File: config.mk
export PLATFORM = sky130hd
export DESIGN_NAME = rle_delta_run_decoder
export DESIGN_NICKNAME = d
export VERILOG_FILES = /design/src/hw/rtl/rldec_pkg.sv /design/src/hw/rtl/rle_delta_run_decoder.sv /design/src/hw/rtl/rldec_front.sv /design/src/hw/rtl/rldec_fifo.sv /design/src/hw/rtl/rldec_back.sv
export SDC_FILE = /design/constraint.sdc
export NUM_CORES = 1
export LEC_CHECK = 0
export BUFFER_PORTS_ARGS = -buffer_cell sky130_fd_sc_hd__clkbuf_2
export CAP_MARGIN = 20
export CORE_MARGIN = 8
export CORE_UTILIZATION = 50
export CTS_CLUSTER_DIAMETER = 80
export DETAILED_ROUTE_END_ITERATION = 16
export GPL_TIMING_DRIVEN = 0
export PLACE_DENSITY_LB_ADDON = 0.08
export SLEW_MARGIN = 20
export SYNTH_ARGS = -nofsm -noshare
export SYNTH_HDL_FRONTEND = slang
export SYNTH_HIERARCHICAL = 1
export SYNTH_SLANG_ARGS = --single-unit
export TNS_END_PERCENT = 100
File: constraint.sdc
create_clock -name clk -period 7.2 [get_ports clk]
set_input_delay 0.72 -clock clk [delete_from_list [all_inputs] [get_ports clk]]
set_output_delay 0.72 -clock clk [all_outputs]
set_load 0.1 [all_outputs]
File: src/hw/rtl/rldec_pkg.sv
// shared types and constants for the run-length delta run decoder
package rldec_pkg;

	localparam int WORD_W   = 16;
	localparam int LEFT_W   = 10;
	localparam int TOP_W    = 10;
	localparam int RWIDTH_W = 11;
	localparam int STRIDE_W = 11;
	localparam int INDEX_W  = 21;
	localparam int POS_W    = 10;
	localparam int CFG_IDX_W  = 2;
	localparam int CFG_DATA_W = 11;

	localparam logic [CFG_IDX_W-1:0] REG_REGION_LEFT   = 2'd0;
	localparam logic [CFG_IDX_W-1:0] REG_REGION_TOP    = 2'd1;
	localparam logic [CFG_IDX_W-1:0] REG_REGION_WIDTH  = 2'd2;
	localparam logic [CFG_IDX_W-1:0] REG_CANVAS_STRIDE = 2'd3;

	localparam logic [RWIDTH_W-1:0] REGION_WIDTH_RST  = 11'd1;
	localparam logic [STRIDE_W-1:0] CANVAS_STRIDE_RST = 11'd640;

	typedef struct packed {
		logic [LEFT_W-1:0]   region_left;
		logic [TOP_W-1:0]    region_top;
		logic [RWIDTH_W-1:0] region_width;
		logic [STRIDE_W-1:0] canvas_stride;
	} cfg_t;

	typedef struct packed {
		logic [WORD_W-1:0] run_length;
		logic [WORD_W-1:0] delta_value;
		logic              frame_last;
	} run_item_t;

endpackage

File: src/hw/rtl/rle_delta_run_decoder.sv
// top level of the run-length delta run decoder
// a taken word passes the front end, the queue, the back end's divide and the result register,
//   and may wait for the back end or a free result slot
// the back end takes a new word only when done with the last one, held by the bit-serial
//   cursor divider that retires one quotient bit per cycle
// reset: config and control registers return to their reset values, frame state and queues cleared
module rle_delta_run_decoder #(
	parameter int MAX_WIDTH = 1024,
	parameter int MAX_ROWS  = 1024
) (
	input  logic                             clk,
	input  logic                             arst_n,
	input  logic                             push,
	output logic                             full,
	input  logic [rldec_pkg::WORD_W-1:0]     code_word,
	input  logic                             frame_last,
	output logic                             empty,
	input  logic                             pop,
	output logic [rldec_pkg::INDEX_W-1:0]    pixel_index,
	output logic [rldec_pkg::POS_W-1:0]      run_col,
	output logic [rldec_pkg::POS_W-1:0]      run_row,
	output logic [rldec_pkg::WORD_W-1:0]     run_length,
	output logic [rldec_pkg::WORD_W-1:0]     delta_value,
	output logic                             frame_done,
	output logic                             row_overflow,
	input  logic                             cfg_valid,
	output logic                             cfg_ready,
	input  logic [rldec_pkg::CFG_IDX_W-1:0]  cfg_index,
	input  logic [rldec_pkg::CFG_DATA_W-1:0] cfg_data
);

	rldec_pkg::cfg_t      cfg_q;
	rldec_pkg::run_item_t f_item;
	rldec_pkg::run_item_t b_item;
	logic                 f_push;
	logic                 q_full;
	logic                 q_empty;
	logic                 q_pop;

	assign cfg_ready = 1'b1;
	assign full      = q_full;

	always_ff @(posedge clk or negedge arst_n) begin
		if (!arst_n) begin
			cfg_q.region_left   <= '0;
			cfg_q.region_top    <= '0;
			cfg_q.region_width  <= rldec_pkg::REGION_WIDTH_RST;
			cfg_q.canvas_stride <= rldec_pkg::CANVAS_STRIDE_RST;
		end else if (cfg_valid) begin
			case (cfg_index)
				rldec_pkg::REG_REGION_LEFT: begin
					cfg_q.region_left <= cfg_data[rldec_pkg::LEFT_W-1:0];
				end
				rldec_pkg::REG_REGION_TOP: begin
					cfg_q.region_top <= cfg_data[rldec_pkg::TOP_W-1:0];
				end
				rldec_pkg::REG_REGION_WIDTH: begin
					cfg_q.region_width <= cfg_data[rldec_pkg::RWIDTH_W-1:0];
				end
				rldec_pkg::REG_CANVAS_STRIDE: begin
					cfg_q.canvas_stride <= cfg_data[rldec_pkg::STRIDE_W-1:0];
				end
				default: begin
				end
			endcase
		end
	end

	rldec_front u_front (
		.clk        (clk),
		.arst_n     (arst_n),
		.push       (push),
		.q_full     (q_full),
		.code_word  (code_word),
		.frame_last (frame_last),
		.q_push     (f_push),
		.q_item     (f_item)
	);

	rldec_fifo #(
		.DEPTH (2)
	) u_fifo (
		.clk     (clk),
		.arst_n  (arst_n),
		.wr      (f_push),
		.wr_item (f_item),
		.full    (q_full),
		.rd      (q_pop),
		.rd_item (b_item),
		.empty   (q_empty)
	);

	rldec_back #(
		.MAX_WIDTH (MAX_WIDTH),
		.MAX_ROWS  (MAX_ROWS)
	) u_back (
		.clk          (clk),
		.arst_n       (arst_n),
		.cfg          (cfg_q),
		.q_empty      (q_empty),
		.q_item       (b_item),
		.q_pop        (q_pop),
		.pop          (pop),
		.empty        (empty),
		.pixel_index  (pixel_index),
		.run_col      (run_col),
		.run_row      (run_row),
		.run_length   (run_length),
		.delta_value  (delta_value),
		.frame_done   (frame_done),
		.row_overflow (row_overflow)
	);

endmodule

File: src/hw/rtl/rldec_front.sv
// front end: classifies code words into literal runs and counted runs
module rldec_front (
	input  logic                        clk,
	input  logic                        arst_n,
	input  logic                        push,
	input  logic                        q_full,
	input  logic [rldec_pkg::WORD_W-1:0] code_word,
	input  logic                        frame_last,
	output logic                        q_push,
	output rldec_pkg::run_item_t        q_item
);

	logic [rldec_pkg::WORD_W-1:0] prev_q;
	logic                         cnt_exp_q;
	logic                         acc;

	assign acc    = push && !q_full;
	assign q_push = acc;

	always_comb begin
		q_item.frame_last = frame_last;
		if (cnt_exp_q) begin
			q_item.run_length  = code_word;
			q_item.delta_value = prev_q;
		end else begin
			q_item.run_length  = rldec_pkg::WORD_W'(1);
			q_item.delta_value = code_word;
		end
	end

	always_ff @(posedge clk or negedge arst_n) begin
		if (!arst_n) begin
			prev_q    <= '0;
			cnt_exp_q <= 1'b0;
		end else if (acc) begin
			if (frame_last) begin
				prev_q    <= '0;
				cnt_exp_q <= 1'b0;
			end else if (cnt_exp_q) begin
				cnt_exp_q <= 1'b0;
			end else begin
				cnt_exp_q <= (code_word == prev_q);
				prev_q    <= code_word;
			end
		end
	end

endmodule

File: src/hw/rtl/rldec_fifo.sv
// short queue of classified runs between front and back end
module rldec_fifo #(
	parameter int DEPTH = 2
) (
	input  logic                 clk,
	input  logic                 arst_n,
	input  logic                 wr,
	input  rldec_pkg::run_item_t wr_item,
	output logic                 full,
	input  logic                 rd,
	output rldec_pkg::run_item_t rd_item,
	output logic                 empty
);

	localparam int PTR_W = (DEPTH > 1) ? $clog2(DEPTH) : 1;
	localparam int CNT_W = $clog2(DEPTH + 1);

	rldec_pkg::run_item_t mem_q [DEPTH];
	logic [PTR_W-1:0] wptr_q;
	logic [PTR_W-1:0] rptr_q;
	logic [CNT_W-1:0] cnt_q;
	logic             do_wr;
	logic             do_rd;

	assign full    = (cnt_q == CNT_W'(DEPTH));
	assign empty   = (cnt_q == '0);
	assign do_wr   = wr && !full;
	assign do_rd   = rd && !empty;
	assign rd_item = mem_q[rptr_q];

	always_ff @(posedge clk) begin
		if (do_wr) begin
			mem_q[wptr_q] <= wr_item;
		end
	end

	always_ff @(posedge clk or negedge arst_n) begin
		if (!arst_n) begin
			wptr_q <= '0;
			rptr_q <= '0;
			cnt_q  <= '0;
		end else begin
			if (do_wr) begin
				wptr_q <= (wptr_q == PTR_W'(DEPTH - 1)) ? '0 : wptr_q + 1'b1;
			end
			if (do_rd) begin
				rptr_q <= (rptr_q == PTR_W'(DEPTH - 1)) ? '0 : rptr_q + 1'b1;
			end
			if (do_wr && !do_rd) begin
				cnt_q <= cnt_q + 1'b1;
			end else if (do_rd && !do_wr) begin
				cnt_q <= cnt_q - 1'b1;
			end
		end
	end

endmodule

File: src/hw/rtl/rldec_back.sv
// back end: cursor walk with bit-serial divider and descriptor output register
module rldec_back #(
	parameter int MAX_WIDTH = 1024,
	parameter int MAX_ROWS  = 1024
) (
	input  logic                          clk,
	input  logic                          arst_n,
	input  rldec_pkg::cfg_t               cfg,
	input  logic                          q_empty,
	input  rldec_pkg::run_item_t          q_item,
	output logic                          q_pop,
	input  logic                          pop,
	output logic                          empty,
	output logic [rldec_pkg::INDEX_W-1:0] pixel_index,
	output logic [rldec_pkg::POS_W-1:0]   run_col,
	output logic [rldec_pkg::POS_W-1:0]   run_row,
	output logic [rldec_pkg::WORD_W-1:0]  run_length,
	output logic [rldec_pkg::WORD_W-1:0]  delta_value,
	output logic                          frame_done,
	output logic                          row_overflow
);

	localparam int CW   = $clog2(MAX_WIDTH);
	localparam int WW   = $clog2(MAX_WIDTH + 1);
	localparam int RW   = $clog2(MAX_ROWS + 1);
	localparam int EXW  = (WW > rldec_pkg::RWIDTH_W) ? WW : rldec_pkg::RWIDTH_W;
	localparam int SW   = ((CW > rldec_pkg::WORD_W) ? CW : rldec_pkg::WORD_W) + 1;
	localparam int NW   = $clog2(SW + 1);
	localparam int AW   = ((RW > SW) ? RW : SW) + 1;
	localparam int RTW  = ((RW > rldec_pkg::TOP_W) ? RW : rldec_pkg::TOP_W) + 1;
	localparam int PW   = RTW + rldec_pkg::STRIDE_W;
	localparam int XW   = PW + 1;

	localparam logic [1:0] ST_IDLE = 2'd0;
	localparam logic [1:0] ST_DIV  = 2'd1;
	localparam logic [1:0] ST_DONE = 2'd2;

	logic [1:0]    st_q;
	logic [CW-1:0] col_q;
	logic [RW-1:0] row_q;
	logic [NW-1:0] step_q;
	logic          out_vld_q;

	logic [WW-1:0] ew_q;
	logic [SW-1:0] num_q;
	logic [WW-1:0] rem_q;
	logic [RTW-1:0] rt_q;
	logic [PW-1:0] prod_q;
	logic          ovf_q;
	rldec_pkg::run_item_t item_q;

	logic [EXW-1:0] w_ext;
	logic [WW-1:0]  w_eff;
	logic [WW:0]    rem_sh;
	logic           ge;
	logic [WW:0]    rem_sub;
	logic [AW-1:0]  row_sum;
	logic [RW-1:0]  row_nx;
	logic [XW-1:0]  idx_sum;
	logic [31:0]    col_ext;
	logic [31:0]    row_ext;
	logic           load_out;

	assign empty = !out_vld_q;
	assign q_pop = (st_q == ST_IDLE) && !q_empty;
	assign load_out = (st_q == ST_DONE) && (!out_vld_q || pop);

	always_comb begin
		w_ext = EXW'(cfg.region_width);
		if (w_ext == '0) begin
			w_eff = WW'(1);
		end else if (w_ext > EXW'(MAX_WIDTH)) begin
			w_eff = WW'(MAX_WIDTH);
		end else begin
			w_eff = w_ext[WW-1:0];
		end
	end

	assign rem_sh  = {rem_q, num_q[SW-1]};
	assign ge      = (rem_sh >= {1'b0, ew_q});
	assign rem_sub = ge ? (rem_sh - {1'b0, ew_q}) : rem_sh;

	always_comb begin
		row_sum = AW'(row_q) + AW'(num_q);
		if (row_sum > AW'(MAX_ROWS)) begin
			row_nx = RW'(MAX_ROWS);
		end else begin
			row_nx = row_sum[RW-1:0];
		end
	end

	assign idx_sum = XW'(prod_q) + XW'(cfg.region_left) + XW'(col_q);
	assign col_ext = 32'(col_q);
	assign row_ext = 32'(row_q);

	always_ff @(posedge clk or negedge arst_n) begin
		if (!arst_n) begin
			st_q      <= ST_IDLE;
			col_q     <= '0;
			row_q     <= '0;
			step_q    <= '0;
			out_vld_q <= 1'b0;
		end else begin
			case (st_q)
				ST_IDLE: begin
					if (!q_empty) begin
						step_q <= '0;
						st_q   <= ST_DIV;
					end
				end
				ST_DIV: begin
					step_q <= step_q + 1'b1;
					if (step_q == NW'(SW - 1)) begin
						st_q <= ST_DONE;
					end
				end
				ST_DONE: begin
					if (load_out) begin
						st_q <= ST_IDLE;
						if (item_q.frame_last) begin
							col_q <= '0;
							row_q <= '0;
						end else begin
							col_q <= rem_q[CW-1:0];
							row_q <= row_nx;
						end
					end
				end
				default: begin
					st_q <= ST_IDLE;
				end
			endcase
			if (load_out) begin
				out_vld_q <= 1'b1;
			end else if (pop) begin
				out_vld_q <= 1'b0;
			end
		end
	end

	always_ff @(posedge clk) begin
		if (q_pop) begin
			item_q <= q_item;
			ew_q   <= w_eff;
			num_q  <= SW'(col_q) + SW'(q_item.run_length);
			rem_q  <= '0;
			rt_q   <= RTW'(cfg.region_top) + RTW'(row_q);
			ovf_q  <= (row_q >= RW'(MAX_ROWS));
		end
		if (st_q == ST_DIV) begin
			num_q  <= {num_q[SW-2:0], ge};
			rem_q  <= rem_sub[WW-1:0];
			prod_q <= rt_q * cfg.canvas_stride;
		end
		if (load_out) begin
			run_length   <= item_q.run_length;
			delta_value  <= item_q.delta_value;
			frame_done   <= item_q.frame_last;
			row_overflow <= ovf_q;
			if (ovf_q) begin
				pixel_index <= '0;
				run_col     <= '0;
				run_row     <= '0;
			end else begin
				pixel_index <= idx_sum[rldec_pkg::INDEX_W-1:0];
				run_col     <= col_ext[rldec_pkg::POS_W-1:0];
				run_row     <= row_ext[rldec_pkg::POS_W-1:0];
			end
		end
	end

endmodule

# Word-level counts from Yosys, hierarchy flattened
# Memories as Yosys holds them, arrays and structs flattened.
# Index checks and enable logic that the tools add are counted.
[word_totals]
regBits = 273
ram_bits = 66
mem_count = 1
[op_classes]
add_sub_neg = 11
multipliers = 1
magnitude_cmp = 4
eq_ne = 12
n_mux = 28
reduce_logical = 30
[mem_list]
columns = ["memory", "words", "word_bits", "read_ports", "rd_ports_with_merged_regs", "wr", "line_no", "text"]
rows = [
  ["u_fifo.mem_q", 2, 33, 1, 0, 1, "rldec_fifo.sv:18", "rldec_pkg::run_item_t mem_q [DEPTH];"],
]
[ops]
columns = ["operator", "count"]
rows = [
  ["$mux 11", 6],
  ["$add 21x10->21", 2],
  ["$mux 17", 2],
  ["$mux 16", 2],
  ["$mux 32", 1],
  ["$mul 12x11->21", 1],
  ["$add 11x17->18", 1],
  ["$gt 18x11->1 const B", 1],
  ["$add 10x16->17", 1],
  ["$eq 16x16->1", 1],
  ["$reduce_and 2->1", 7],
  ["$add 10x11->12", 1],
  ["$ge 12x11->1", 1],
  ["$ge 11x11->1 const B", 1],
  ["$gt 11x11->1 const B", 1],
  ["$logic_not 11->1", 1],
  ["$sub 11x11->11", 1],
  ["$mux 10", 1],
  ["$mux 2", 5],
  ["$pmux 5 s2", 1],
  ["$eq 2x2->1 const B", 4],
  ["$mux 1", 8],
  ["$reduce_bool 2->1", 4],
  ["$logic_and 1x1->1", 7],
  ["other kinds (15)", 25],
]

# Depth between registers and ports, before layout
[logic_depth]
word_depth = 8
mapped_depth = 20

# Hierarchy
# The synthesis kept the hierarchy.
[modules_own_cells]
columns = ["mod", "instances", "cells_per_inst", "area_each_um2", "seq_area_each_um2"]
rows = [
  ["rldec_back", 1, 1295, 14448.9, 6160.9],
  ["rldec_fifo", 1, 122, 2730.1, 2082.0],
  ["rle_delta_run_decoder", 1, 94, 1650.3, 1054.8],
  ["rldec_front", 1, 99, 1131.1, 425.4],
]

# Worst setup path before layout
# OpenSTA, ideal clock, no wires.
[synth_path]
path_kind = "register -> register"
start = "reg cfg_q[9] (netlist name)"
end = "reg u_back.prod_q[19] (data pin)"
arrival_time_ps = 5008
slack_ps = 1997
path_stages_with_launch = 16
n_path_buf = 1
synth_period_minus_slack_ps = 5203
cell_sequence = "dfstp_2 -> clkbuf_1 -> and2_1 -> fa_1 -> fa_1 -> fa_1 -> fa_1 -> inv_1 -> fa_1 -> inv_1 -> ha_1 -> nand3_1 -> a21oi_2 -> a2111oi_4 -> or4b_2 -> o311ai_0"
[synth_between]
elab_chain_cells = 1
[synth_rtl]
columns = ["element", "line_no", "text"]
rows = [
  ["start, declared", "rle_delta_run_decoder.sv:32", "rldec_pkg::cfg_t cfg_q;"],
  ["$mul 12x11->21", "rldec_back.sv:153", "prod_q <= rt_q * cfg.canvas_stride;"],
  ["end signal, assigned", "rldec_back.sv:153", ""],
  ["end, declared", "rldec_back.sv:48", "logic [PW-1:0] prod_q;"],
]
# Every way passes these cells.
# A chain may end at the register's enable or synchronous reset.

# Final worst setup path
[layout_path]
start = "reg cfg_q[7] (netlist name)"
end = "reg u_back.prod_q[19] (data pin)"
# Same word-level chain as after synthesis.

==> impl_metrics.toml <==
[global_routing]
grt_pass1_wl_um = 71300
first_global_vias = 12800
antenna_found_initial = 0
overflow = 0
grt_util_all_layers = 0.193
grt_max_degree = 72

[layout]
multi_input_area_um2 = 9340
stdcell_area_um2 = 22600
area_growth_pct = 13.2
n_antenna_cell = 0
fill_cells = 3324
drive_above_1_share = 0.185
seq_area_um2 = 9720
fin_nets = 2012
utilization = 0.571

[drt]
vias = 12400
drt_pre_antenna_iters = 5
drc = 0
drtIter0Drc = 788
avgViaCountPerCell = 5.33
ant_nets = 0
wl_per_cell_um = 19.3
drt-total-wl_um = 44800

[floorplanning]
start_util = 0.505
core_um2 = 39500
rows = 73
die_width_um = 216
io_pins = 113
dieArea_um2 = 46600
die_h_um = 216

[place]
dp_hpwl_um = 34400
gp_congestion = 0.860
placed_cell_area_um2 = 21300
port_buffers = 111

[yosys]
synth_ff_type = "edfxtp_1"
synth_cells = 1610
synthTopCellsByArea = "edfxtp_1 37%, dfrtp_1 11%, fa_1 10%, ha_1 6.7%, mux2_4 3.0%"
synth.avg_cell_area_um2 = 12.4
ys_seq_area_frac = 0.487
synth_top_area_cell = "edfxtp_1"
ys_seq_elements = 339
yosysMostFrequentCell = "edfxtp_1"
synth_edf_count = 247
netlist_area_um2 = 20000
synth_cell_type_count = 77
ys_async_sr_fraction = 0.271
ys_top_cells_by_count = "247 x edfxtp_1, 151 x inv_1, 107 x ha_1"
synth_warnings = 6
synth_top_area_frac = 0.372
syn-num-nets = 1855

[clock_network]
cts.sinks = 339
clockRootBuffer = "clkbuf_16"
cts_resized = 0
clk_pin_slew_worst_paths_ps = 60
cts_max_level = 2
clk_latency_ps = 560
clockBufferDepth = 3
cts_hold_buf = 0
cts_inserted_buffers = 39
postCtsSetupRepairBufs = 0
cts_tree = "yes"

[critical_path]
critPathLaunchType = "register"
path_class = "reg2reg"
worstPathArrival_ps = 6030
end_kind = "register"
path_max_fanout = 10
critPathRequiredTime_ps = 7490
r2r_slack_ps = 1460

[sta]
setup_viol = 0
hold-worst-slack_ps = 27.0
drv_slew = 0
rsz0062_at_grt = "no"
hold_viol = 0
fmax_mhz = 174
relSlewSlack = 0.277
fin_setup_tns_ps = 0
fin_crit_ps = 5740
finalClockSkew_ps = 23.4
worstMarginPinSlew_ps = 1080
post-route-period-util = 0.797

[min_path]
holdCritPathClass = "in2async"

[job]
max_cap_violations = 0

[status]
outcome = "complete, no violations"
cell type report:
class / instances / area share
clock buffers: 51 / 0.0470
well taps: 525 / 0.0291
inverters: 151 / 0.0253
plain buffers: 61 / 0.0152
clock inverters: 21 / 0.00881
multi-input cells: 1059 / 0.413
repair buffers: 116 / 0.0307
flip-flops and latches: 339 / 0.430
placed cells by master, fill, tap and decap left out, types with 8 or more instances in the layout:
master     count
mux2_2        52
mux2_4        40
dfrtp_1       89
fa_1         103
nor4_1        10
and2_1        93
a21o_1        16
inv_1        149
clkbuf_16     39
ha_1         107
nand2b_1      21
nor2b_1       40
nand2_1      105
and3_1        12
o21ai_0       56
mux2i_1        8
a211oi_1       9
a32o_1        10
o31ai_1       11
nand3_1       24
clkinv_2      11
xor2_1        40
edfxtp_1     247
xnor2_1       47
a22o_2        10
or3_1         12
clkbuf_2     111
nor2_1        78
clkbuf_1      46
a21oi_1       43
nor3_1        16
state kept, by name, indices dropped and copies added (netlist names), 12 cells and up:
register,cells
cfg_q,42
u_back/item_q,33
u_back/run_length,16
u_front/prev_q,16
u_back/num_q,17
u_back/rt_q,12
u_back/pixel_index,21
u_back/prod_q,21
u_back/delta_value,16
u_fifo/mem_q,66
path summary, 6_finish.rpt:
path / from / endpoint / cells after the start
max: cfg_q[7] / u_back/prod_q[19] / 16
min: arst_n / u_fifo/wptr_q / 1
max reg2reg: cfg_q[7] / u_back/prod_q[19] / 16
min reg2reg: u_back/item_q[21] / u_back/run_length[4] / 0
max in group asynchronous: arst_n / cfg_q[11] / 2
min in group clk: u_back/item_q[21] / u_back/run_length[4] / 0
critical path, stage by stage, from the launching register on:
cell	delay (ps)
dfstp_2	540
clkbuf_1	390
nand2_1	150
fa_1	490
fa_1	510
fa_1	490
inv_1	60
fa_1	530
inv_1	50
fa_1	520
inv_1	40
ha_1	380
a21oi_1	240
a21oi_2	120
a2111oi_4	410
nor2_1	140
o311ai_0	440
metrics by stage:
step | instances | setup slack, ps
2_1_floorplan | 1610 | 2000
3_3_place_gp | 2246 | 1400
3_5_place_dp | 2251 | 1430
4_1_cts | 2323 | 1410
5_1_grt | 2323 | 1130
6_report | 2323 | 1460
kinds of logic after synthesis:
logic type,count (synthesis),synth area share
flip-flops,339,0.487
adder cells (fa/ha/maj),210,0.170
other,1,0.000188
buffers and inverters,212,0.0455
AO/OA/AOI/OAI,215,0.0765
XOR/XNOR,87,0.0382
multiplexers,100,0.0634
AND/OR/NAND/NOR,446,0.119
metal layers:
| metal | global-route usage | share of wire | up-vias |
|---|---|---|---|
| met1 | 0.267 | 0.46 | 6115 |
| met3 | 0.0344 | 0.046 | 61 |
| li1 | - | - | 5937 |
| met4 | 0.0488 | 0.021 | 0 |
| met2 | 0.312 | 0.47 | 269 |
| met5 | 0 | 0 | - |
Power is not shown: default switching activity piles up to over one toggle a cycle in this logic, so the estimate is an artifact.
